## config.mk

```make
export PLATFORM = sky130hd
export DESIGN_NAME = text_console_cell_writer_flat
export DESIGN_NICKNAME = d
export VERILOG_FILES = /design/src/sv/tccw_pkg.sv /design/src/sv/tccw_req_if.sv /design/src/sv/tccw_rsp_if.sv /design/src/sv/tccw_csr_if.sv /design/src/sv/text_console_cell_writer.sv /design/src/sv/tccw_quot_stage.sv /design/src/sv/tccw_resid_stage.sv /design/src/sv/tccw_cursor_stage.sv /design/src/flat_wrapper.sv
export VERILOG_INCLUDE_DIRS = /design/src /design/src/sv
export SDC_FILE = /design/constraint.sdc
export NUM_CORES = 1
export LEC_CHECK = 0
export ABC_CLOCK_PERIOD_IN_PS = 9040
export BUFFER_PORTS_ARGS = -buffer_cell sky130_fd_sc_hd__buf_2
export CAP_MARGIN = 0
export CORE_ASPECT_RATIO = 0.8
export CORE_UTILIZATION = 50
export DETAILED_ROUTE_END_ITERATION = 10
export PLACE_DENSITY = 0.67
export SLEW_MARGIN = 20
export SYNTH_ARGS = -nofsm -noshare
export SYNTH_HDL_FRONTEND = slang
export SYNTH_SLANG_ARGS = --single-unit
```

## constraint.sdc

```tcl
create_clock -name clock -period 9.04 [get_ports clock]
set_input_delay 0.452 -clock clock [delete_from_list [all_inputs] [get_ports clock]]
set_output_delay 0.452 -clock clock [all_outputs]
set_load 0.005 [all_outputs]
```

## src/sv/text_console_cell_writer_assert.svh

```systemverilog
// Assertion macros for the text console cell writer.
// Shared by every RTL file that checks its own logic; no dependencies.
`ifndef TEXT_CONSOLE_CELL_WRITER_ASSERT_SVH
`define TEXT_CONSOLE_CELL_WRITER_ASSERT_SVH

`ifndef SYNTHESIS

// same-cycle implication
`define TCCW_ASSERT_IMP(lbl, clk, rst, ante, cons) \
   lbl: assert property (@(posedge clk) disable iff (rst) (ante) |-> (cons)) \
      else $error("tccw assertion failed");

// next-cycle implication
`define TCCW_ASSERT_NEXT(lbl, clk, rst, ante, cons) \
   lbl: assert property (@(posedge clk) disable iff (rst) (ante) |=> (cons)) \
      else $error("tccw assertion failed");

`else

`define TCCW_ASSERT_IMP(lbl, clk, rst, ante, cons)
`define TCCW_ASSERT_NEXT(lbl, clk, rst, ante, cons)

`endif

`endif

```

## src/sv/tccw_pkg.sv

```systemverilog
// Package for the text console cell writer: field widths, codes and item types.
// No dependencies.
package tccw_pkg;

   localparam int unsigned CHAR_W   = 8;
   localparam int unsigned ATTR_W   = 8;
   localparam int unsigned OFFSET_W = 32;
   localparam int unsigned POS_W    = 11;
   localparam int unsigned WORD_W   = 16;

   localparam logic [ATTR_W-1:0] TEXT_COLOR_RESET = 8'h07;

   typedef enum logic {
      MODE_WRITE = 1'b0,
      MODE_SEEK  = 1'b1
   } mode_type;

   typedef struct packed {
      mode_type                mode;
      logic [CHAR_W-1:0]       char_code;
      logic [OFFSET_W-1:0]     seek_offset;
   } item_type;

   typedef struct packed {
      logic                    cell_write;
      logic [POS_W-1:0]        cell_index;
      logic [WORD_W-1:0]       cell_word;
      logic [POS_W-1:0]        cursor_pos;
   } result_type;

endpackage

```

## src/sv/tccw_req_if.sv

```systemverilog
// Request channel of the text console cell writer.
// Depends on tccw_pkg.
interface tccw_req_if
   import tccw_pkg::*;
();
   logic                valid;
   logic                ready;
   logic                mode;
   logic [CHAR_W-1:0]   char_code;
   logic [OFFSET_W-1:0] seek_offset;

   modport source (output valid, mode, char_code, seek_offset, input ready);
   modport sink   (input valid, mode, char_code, seek_offset, output ready);
endinterface

```

## src/sv/tccw_rsp_if.sv

```systemverilog
// Response channel of the text console cell writer.
// Depends on tccw_pkg.
interface tccw_rsp_if
   import tccw_pkg::*;
();
   logic              valid;
   logic              ready;
   logic              cell_write;
   logic [POS_W-1:0]  cell_index;
   logic [WORD_W-1:0] cell_word;
   logic [POS_W-1:0]  cursor_pos;

   modport source (output valid, cell_write, cell_index, cell_word, cursor_pos, input ready);
   modport sink   (input valid, cell_write, cell_index, cell_word, cursor_pos, output ready);
endinterface

```

## src/sv/tccw_csr_if.sv

```systemverilog
// Register write channel of the text console cell writer (text colour only).
// Depends on tccw_pkg.
interface tccw_csr_if
   import tccw_pkg::*;
();
   logic              valid;
   logic              ready;
   logic [ATTR_W-1:0] data;

   modport source (output valid, data, input ready);
   modport sink   (input valid, data, output ready);
endinterface

```

## src/sv/text_console_cell_writer.sv

```systemverilog
// Text console cell writer: cursor into a COLUMNS x ROWS screen, cell writes and seeks.
// Depends on tccw_pkg, the three channel interfaces and the tccw_*_stage modules.
//
//   channel  | dir | handshake   | carries
//   req_port | in  | valid/ready | mode, char_code, seek_offset
//   rsp_port | out | valid/ready | cell_write, cell_index, cell_word, cursor_pos
//   csr_port | in  | valid/ready | text colour byte (always ready)
//
// One item per cycle sustained while rsp_port is ready; items pass the input, quot, resid and cursor registers.
// The rate is set by the cursor update loop in the cursor stage (one increment-and-wrap
// or load per cycle); the seek reduction is spread over the quotient and residue stages.
// Each stage takes a new item while its downstream stage is empty or moving; a stalled
// response holds only the stages behind it once they fill.
// Synchronous reset clears valids and the cursor; text colour resets to 7. No clearing pass.
module text_console_cell_writer
   import tccw_pkg::*;
#(
   parameter int COLUMNS = 80,
   parameter int ROWS    = 25
) (
   input  logic    clock,
   input  logic    reset,
   tccw_req_if.sink   req_port,
   tccw_rsp_if.source rsp_port,
   tccw_csr_if.sink   csr_port
);

   localparam int CELLS = COLUMNS * ROWS;
   localparam int CUR_W = (CELLS > (1 << POS_W)) ? $clog2(CELLS) : POS_W;

   logic [ATTR_W-1:0] text_color_ff, text_color_in;

   logic              in_valid_ff, in_valid_in;
   item_type          in_item_ff;
   logic              in_ready;

   logic                q_valid, q_ready;
   item_type            q_item;
   logic [OFFSET_W-1:0] q_quot;

   logic             r_valid, r_ready;
   mode_type         r_mode;
   logic [CHAR_W-1:0] r_char;
   logic [CUR_W-1:0] r_resid;

   result_type       result;

   // register port
   assign csr_port.ready = 1'b1;
   assign text_color_in  = csr_port.valid ? csr_port.data : text_color_ff;

   always_ff @(posedge clock) begin
      if (reset) begin
         text_color_ff <= TEXT_COLOR_RESET;
      end else begin
         text_color_ff <= text_color_in;
      end
   end

   // input register
   assign req_port.ready = !in_valid_ff || in_ready;
   assign in_valid_in    = req_port.ready ? req_port.valid : in_valid_ff;

   always_ff @(posedge clock) begin
      if (reset) begin
         in_valid_ff <= 1'b0;
      end else begin
         in_valid_ff <= in_valid_in;
      end
   end

   always_ff @(posedge clock) begin
      if (req_port.valid && req_port.ready) begin
         in_item_ff.mode        <= mode_type'(req_port.mode);
         in_item_ff.char_code   <= req_port.char_code;
         in_item_ff.seek_offset <= req_port.seek_offset;
      end
   end

   tccw_quot_stage #(
      .CELLS (CELLS)
   ) u_quot (
      .clock     (clock),
      .reset     (reset),
      .in_valid  (in_valid_ff),
      .in_ready  (in_ready),
      .in_item   (in_item_ff),
      .out_valid (q_valid),
      .out_ready (q_ready),
      .out_item  (q_item),
      .out_quot  (q_quot)
   );

   tccw_resid_stage #(
      .CELLS (CELLS),
      .CUR_W (CUR_W)
   ) u_resid (
      .clock     (clock),
      .reset     (reset),
      .in_valid  (q_valid),
      .in_ready  (q_ready),
      .in_item   (q_item),
      .in_quot   (q_quot),
      .out_valid (r_valid),
      .out_ready (r_ready),
      .out_mode  (r_mode),
      .out_char  (r_char),
      .out_resid (r_resid)
   );

   tccw_cursor_stage #(
      .CELLS (CELLS),
      .CUR_W (CUR_W)
   ) u_cursor (
      .clock      (clock),
      .reset      (reset),
      .text_color (text_color_ff),
      .in_valid   (r_valid),
      .in_ready   (r_ready),
      .in_mode    (r_mode),
      .in_char    (r_char),
      .in_resid   (r_resid),
      .out_valid  (rsp_port.valid),
      .out_ready  (rsp_port.ready),
      .out_result (result)
   );

   assign rsp_port.cell_write = result.cell_write;
   assign rsp_port.cell_index = result.cell_index;
   assign rsp_port.cell_word  = result.cell_word;
   assign rsp_port.cursor_pos = result.cursor_pos;

endmodule

```

## src/sv/tccw_quot_stage.sv

```systemverilog
// Quotient stage: estimates seek_offset / cells with a reciprocal multiply.
// Depends on tccw_pkg.
module tccw_quot_stage
   import tccw_pkg::*;
#(
   parameter int CELLS = 2000
) (
   input  logic                clock,
   input  logic                reset,
   input  logic                in_valid,
   output logic                in_ready,
   input  item_type            in_item,
   output logic                out_valid,
   input  logic                out_ready,
   output item_type            out_item,
   output logic [OFFSET_W-1:0] out_quot
);

   // floor(2^32 / cells); estimate is low by at most one
   localparam logic [OFFSET_W:0] RECIP = (OFFSET_W+1)'((64'd1 << OFFSET_W) / CELLS);

   logic                    valid_ff, valid_in;
   item_type                item_ff;
   logic [OFFSET_W-1:0]     quot_ff;
   logic [2*OFFSET_W-1:0]   prod;

   assign prod     = (2*OFFSET_W)'(in_item.seek_offset) * (2*OFFSET_W)'(RECIP);
   assign in_ready = !valid_ff || out_ready;
   assign valid_in = in_ready ? in_valid : valid_ff;

   always_ff @(posedge clock) begin
      if (reset) begin
         valid_ff <= 1'b0;
      end else begin
         valid_ff <= valid_in;
      end
   end

   always_ff @(posedge clock) begin
      if (in_valid && in_ready) begin
         item_ff <= in_item;
         quot_ff <= prod[2*OFFSET_W-1:OFFSET_W];
      end
   end

   assign out_valid = valid_ff;
   assign out_item  = item_ff;
   assign out_quot  = quot_ff;

endmodule

```

## src/sv/tccw_resid_stage.sv

```systemverilog
// Residue stage: seek_offset minus quotient times cells, one correcting subtract.
// Depends on tccw_pkg.
module tccw_resid_stage
   import tccw_pkg::*;
#(
   parameter int CELLS = 2000,
   parameter int CUR_W = 11
) (
   input  logic                clock,
   input  logic                reset,
   input  logic                in_valid,
   output logic                in_ready,
   input  item_type            in_item,
   input  logic [OFFSET_W-1:0] in_quot,
   output logic                out_valid,
   input  logic                out_ready,
   output mode_type            out_mode,
   output logic [CHAR_W-1:0]   out_char,
   output logic [CUR_W-1:0]    out_resid
);

   logic                valid_ff, valid_in;
   mode_type            mode_ff;
   logic [CHAR_W-1:0]   char_ff;
   logic [CUR_W-1:0]    resid_ff, resid_in;
   logic [OFFSET_W-1:0] rem_raw, rem_fix;

   assign rem_raw  = in_item.seek_offset - in_quot * OFFSET_W'(CELLS);
   assign rem_fix  = (rem_raw >= OFFSET_W'(CELLS)) ? rem_raw - OFFSET_W'(CELLS) : rem_raw;
   assign resid_in = rem_fix[CUR_W-1:0];
   assign in_ready = !valid_ff || out_ready;
   assign valid_in = in_ready ? in_valid : valid_ff;

   always_ff @(posedge clock) begin
      if (reset) begin
         valid_ff <= 1'b0;
      end else begin
         valid_ff <= valid_in;
      end
   end

   always_ff @(posedge clock) begin
      if (in_valid && in_ready) begin
         mode_ff  <= in_item.mode;
         char_ff  <= in_item.char_code;
         resid_ff <= resid_in;
      end
   end

   assign out_valid = valid_ff;
   assign out_mode  = mode_ff;
   assign out_char  = char_ff;
   assign out_resid = resid_ff;

endmodule

```

## src/sv/tccw_cursor_stage.sv

```systemverilog
// Cursor stage: holds the cursor, forms the cell write and the response register.
// Depends on tccw_pkg and text_console_cell_writer_assert.svh.
`include "text_console_cell_writer_assert.svh"

module tccw_cursor_stage
   import tccw_pkg::*;
#(
   parameter int CELLS = 2000,
   parameter int CUR_W = 11
) (
   input  logic              clock,
   input  logic              reset,
   input  logic [ATTR_W-1:0] text_color,
   input  logic              in_valid,
   output logic              in_ready,
   input  mode_type          in_mode,
   input  logic [CHAR_W-1:0] in_char,
   input  logic [CUR_W-1:0]  in_resid,
   output logic              out_valid,
   input  logic              out_ready,
   output result_type        out_result
);

   logic             valid_ff, valid_in;
   logic [CUR_W-1:0] cursor_ff, cursor_in;
   result_type       result_ff, result_in;
   logic             take, last, is_write;
   logic [CUR_W-1:0] step;

   assign in_ready = !valid_ff || out_ready;
   assign take     = in_valid && in_ready;
   assign valid_in = in_ready ? in_valid : valid_ff;
   assign is_write = (in_mode == MODE_WRITE);
   assign last     = (cursor_ff == CUR_W'(CELLS - 1));
   assign step     = last ? '0 : cursor_ff + 1'b1;

   always_comb begin
      cursor_in = cursor_ff;
      if (take) begin
         cursor_in = is_write ? step : in_resid;
      end
   end

   always_comb begin
      result_in.cell_write = is_write;
      result_in.cell_index = is_write ? cursor_ff[POS_W-1:0] : '0;
      result_in.cell_word  = is_write ? {text_color, in_char} : '0;
      result_in.cursor_pos = cursor_in[POS_W-1:0];
   end

   always_ff @(posedge clock) begin
      if (reset) begin
         valid_ff  <= 1'b0;
         cursor_ff <= '0;
      end else begin
         valid_ff  <= valid_in;
         cursor_ff <= cursor_in;
      end
   end

   always_ff @(posedge clock) begin
      if (take) begin
         result_ff <= result_in;
      end
   end

   assign out_valid  = valid_ff;
   assign out_result = result_ff;

   `TCCW_ASSERT_IMP(a_cursor_in_range, clock, reset, 1'b1, {1'b0, cursor_ff} < (CUR_W+1)'(CELLS))
   `TCCW_ASSERT_NEXT(a_write_advances, clock, reset, take && is_write && !last, cursor_ff == $past(cursor_ff) + 1'b1)
   `TCCW_ASSERT_NEXT(a_seek_loads, clock, reset, take && !is_write, cursor_ff == $past(in_resid))
   `TCCW_ASSERT_NEXT(a_rsp_cursor, clock, reset, take, valid_ff && result_ff.cursor_pos == cursor_ff[POS_W-1:0])

endmodule

```

## src/flat_wrapper.sv

```systemverilog
// flat-port wrapper written by rule: the top's interface ports become plain ports
module text_console_cell_writer_flat import tccw_pkg::*;
#(
   parameter int COLUMNS = 80,
   parameter int ROWS    = 25
)
  (clock, reset, req_port_valid, req_port_mode, req_port_char_code, req_port_seek_offset, req_port_ready, rsp_port_valid, rsp_port_cell_write, rsp_port_cell_index, rsp_port_cell_word, rsp_port_cursor_pos, rsp_port_ready, csr_port_valid, csr_port_data, csr_port_ready);
  tccw_req_if req_port_i ();
  tccw_rsp_if rsp_port_i ();
  tccw_csr_if csr_port_i ();
  input  logic clock;
  input  logic reset;
  input wire logic [$bits(req_port_i.valid)-1:0] req_port_valid;
  input wire logic [$bits(req_port_i.mode)-1:0] req_port_mode;
  input wire logic [$bits(req_port_i.char_code)-1:0] req_port_char_code;
  input wire logic [$bits(req_port_i.seek_offset)-1:0] req_port_seek_offset;
  output wire logic [$bits(req_port_i.ready)-1:0] req_port_ready;
  output wire logic [$bits(rsp_port_i.valid)-1:0] rsp_port_valid;
  output wire logic [$bits(rsp_port_i.cell_write)-1:0] rsp_port_cell_write;
  output wire logic [$bits(rsp_port_i.cell_index)-1:0] rsp_port_cell_index;
  output wire logic [$bits(rsp_port_i.cell_word)-1:0] rsp_port_cell_word;
  output wire logic [$bits(rsp_port_i.cursor_pos)-1:0] rsp_port_cursor_pos;
  input wire logic [$bits(rsp_port_i.ready)-1:0] rsp_port_ready;
  input wire logic [$bits(csr_port_i.valid)-1:0] csr_port_valid;
  input wire logic [$bits(csr_port_i.data)-1:0] csr_port_data;
  output wire logic [$bits(csr_port_i.ready)-1:0] csr_port_ready;
  assign req_port_i.valid = req_port_valid;
  assign req_port_i.mode = req_port_mode;
  assign req_port_i.char_code = req_port_char_code;
  assign req_port_i.seek_offset = req_port_seek_offset;
  assign req_port_ready = req_port_i.ready;
  assign rsp_port_valid = rsp_port_i.valid;
  assign rsp_port_cell_write = rsp_port_i.cell_write;
  assign rsp_port_cell_index = rsp_port_i.cell_index;
  assign rsp_port_cell_word = rsp_port_i.cell_word;
  assign rsp_port_cursor_pos = rsp_port_i.cursor_pos;
  assign rsp_port_i.ready = rsp_port_ready;
  assign csr_port_i.valid = csr_port_valid;
  assign csr_port_i.data = csr_port_data;
  assign csr_port_ready = csr_port_i.ready;
  text_console_cell_writer #(.COLUMNS(COLUMNS), .ROWS(ROWS)) u_core (.clock(clock), .reset(reset), .req_port(req_port_i), .rsp_port(rsp_port_i), .csr_port(csr_port_i));
endmodule
```

==> results.sh <==
export IMPL_synth_edf_count=163
export IMPL_start_util_pct=50.6
export IMPL_ys_seq_area_share_pct=24.5
export IMPL_max_stage_delay_ns=0.55
export IMPL_drtPass1Iterations=4
export IMPL_maxCapViolCount=0
export IMPL_rows=68
export IMPL_yosys_top_cells_area="fa_1 24%, edfxtp_1 22%, ha_1 22%"
export IMPL_yosysTopAreaCell="fa_1"
export IMPL_grt_max_degree=64
export IMPL_cts_tree="yes"
export IMPL_synth_top_area_share_pct=24.3
export IMPL_startpoint="u_core.u_quot.out_quot[6]"
export IMPL_dp_hpwl_um=36700
export IMPL_avgSynthCellArea_sq_um=10.4
export IMPL_min_path_type="primary input to register"
export IMPL_worst_slew_pin_slew_ns=0.858
export IMPL_io_buffer_count=94
export IMPL_drive_above_1_share_pct=7.11
export IMPL_die_x_um=236
export IMPL_drcViolationCount=0
export IMPL_totalWireLength_um=45400
export IMPL_io_pin_count=96
export IMPL_dieArea_sq_mm=0.0445
export IMPL_cp_end_kind="register"
export IMPL_fin_crit_sh_pct=87.2
export IMPL_rsz0062_at_grt="no"
export IMPL_rrSetupSlack_ns=1.16
export IMPL_post_synth_top_count_cell="inv_1"
export IMPL_clk_latency_ns=0.46
export IMPL_synth_main_ff_cell="edfxtp_1"
export IMPL_cts_hold_buffers_added=0
export IMPL_cts_num_sinks=186
export IMPL_postCtsSetupBuffers=0
export IMPL_cts_buffers=17
export IMPL_reg2reg_from="u_core.u_quot.out_quot[6]"
export IMPL_slew_limit_headroom_pct=42.8
export IMPL_syn_to_final_growth_pct=8.12
export IMPL_dp_cells=2736
export IMPL_timing_critical_path_to="u_core.u_resid.out_resid[8]"
export IMPL_synthCells=2093
export IMPL_synth_seq_cells=186
export IMPL_cts_resized=0
export IMPL_crit_top_cell="fa_1"
export IMPL_synth_commonest_cells="624 x inv_1, 391 x ha_1, 265 x fa_1"
export IMPL_wl_per_cell_um=16.4
export IMPL_drt_iter0_markers=576
export IMPL_critPathMaxFanout=7
export IMPL_slowest_stage="nor4_4"
export IMPL_fp_dieH_um=189
export IMPL_overflow=0
export IMPL_antenna_left=0
export IMPL_reg2regPathDepth=29
export IMPL_core_area_sq_mm=0.0431
export IMPL_antenna_found_initial=0
export IMPL_drv_slew=0
export IMPL_cts_clk_slew_worst_paths_ns=0.08
export IMPL_finalCriticalPeriod_ns=7.88
export IMPL_nNetsFinal=2905
export IMPL_grt_pass1_vias=14569
export IMPL_ys_types=68
export IMPL_grt_use_total_pct=21.8
export IMPL_timing_rr_end="u_core.u_resid.out_resid[8]"
export IMPL_final_setup_viol_count=0
export IMPL_critPathRequiredTime_ns=9.24
export IMPL_fmax_mhz=127
export IMPL_outcome="complete, no violations"
export IMPL_async_reset_ff_share_pct=0
export IMPL_cts_max_path_buffers=2
export IMPL_setup_tns_ns=0
export IMPL_arrival_ns=8.08
export IMPL_vias_per_cell=5.05
export IMPL_ys_warn_count=0
export IMPL_place_gp_congestion=0.918
export IMPL_vias=13980
export IMPL_skew_ns=0.0135
export IMPL_worstSetupPathType="register to register"
export IMPL_critPathLaunchType="register"
export IMPL_root_buffer="clkbuf_16"
export IMPL_finalHoldViolCount=0
export IMPL_grt_first_pass_wirelength_um=75600
export IMPL_antenna_cells=0
export IMPL_htreeDepth=4
export IMPL_synth_area_sq_mm=0.0218
export IMPL_final_cells=2768
export IMPL_synth_fp_nets=2803
-- sequential cells by signal, indices dropped and copies added, names as in the netlist, 8 cells and up --
signal and cells:
u_core.in_item_ff 41, u_core.u_quot.out_item 41, u_core.u_cursor.out_result 39, u_core.u_quot.out_quot 22, u_core.u_cursor.cursor_ff 11, u_core.u_resid.out_resid 11
u_core.text_color_ff 8, u_core.u_resid.out_char 8
-- stage by stage --
| stage | cell area (sq um) | hold WS, ns | setup slack [ns] | util (%) |
|---|---|---|---|---|
| 6_report | 23600 | 0.164 | 1.16 | 54.7 |
| 5_1_grt | 23600 | 0.145 | 0.556 | 54.7 |
| 4_1_cts | 23600 | 0.140 | 1.11 | 54.7 |
| 3_5_place_dp | 23000 | 0.405 | 1.13 | 53.4 |
| 3_3_place_gp | 23000 | 0.406 | 1.24 | 53.3 |
| 2_1_floorplan | 21800 | 0.400 | 1.82 | - |
-- worst min-delay path by stage --
stage	cells after the start	start	slack (ns)	end
final	1	req_port_seek_offset[21]	0.16	u_core.in_item_ff[21]
after global routing	1	req_port_seek_offset[21]	0.14	u_core.in_item_ff[21]
after CTS	1	req_port_seek_offset[21]	0.14	u_core.in_item_ff[21]
after detailed placement	0	u_core.in_item_ff[37]	0.40	u_core.u_quot.out_item[37]
after global placement	0	u_core.u_quot.out_item[40]	0.41	u_core.u_resid.out_mode
after floorplan	0	u_core.in_item_ff[32]	0.40	u_core.u_quot.out_item[32]
-- placed cells by master, fill, tap and decap left out, drive strengths merged, types with 10 or more instances in the layout --
cell type and n:
nand3 16, o21ai 58, xnor2 47, nor2 56
clkbuf 24, a21o 29, o21a 16, inv 630
dfxtp 23, a21oi 79, nand2b 10, and3 15
edfxtp 163, fa 265, nor3 17, buf 101
ha 391, nand2 49, nor2b 54, nand4 13
xor2 18
-- area by class of cell --
cell class | count | area [sq um]
clock buffers | 24 | 526
clock inverters | 8 | 68.8
fillers | 3736 | 19500
inverters | 624 | 2340
multi-input cells | 1265 | 14100
flip-flops and latches | 186 | 5360
well taps | 560 | 701
repair buffers | 101 | 523
-- routing by layer --
metal | vias up | track usage, % | wire length [um]
met1 | 6764 | 31.3 | 22500
li1 | 6929 | - | -
met5 | - | 0 | 0
met3 | 40 | 3.06 | 1800
met2 | 247 | 34.7 | 20300
met4 | 0 | 5.48 | 771
-- worst max-delay path: cells and delay by family (launching register included) --
family	cells	cell delay, ns
compound gates	12	2.49
xor+xnor	2	0.32
fa+ha+maj	6	2.65
buf+inv	2	0.29
flops	1	0.42
simple gates	7	1.46
-- cell families after synthesis --
family,after synthesis,synth area share (%)
AO/OA/AOI/OAI,264,7.98
XOR/XNOR,65,2.61
adder cells (fa/ha/maj),656,46.7
buffers and inverters,642,11.1
flip-flops,186,24.5
multiplexers,9,0.413
other,1,0.0172
AND/OR/NAND/NOR,270,6.70
Power is left out: the tool's default activity adds up to more than one toggle a clock period on the data nets, which glitch-free logic cannot reach.
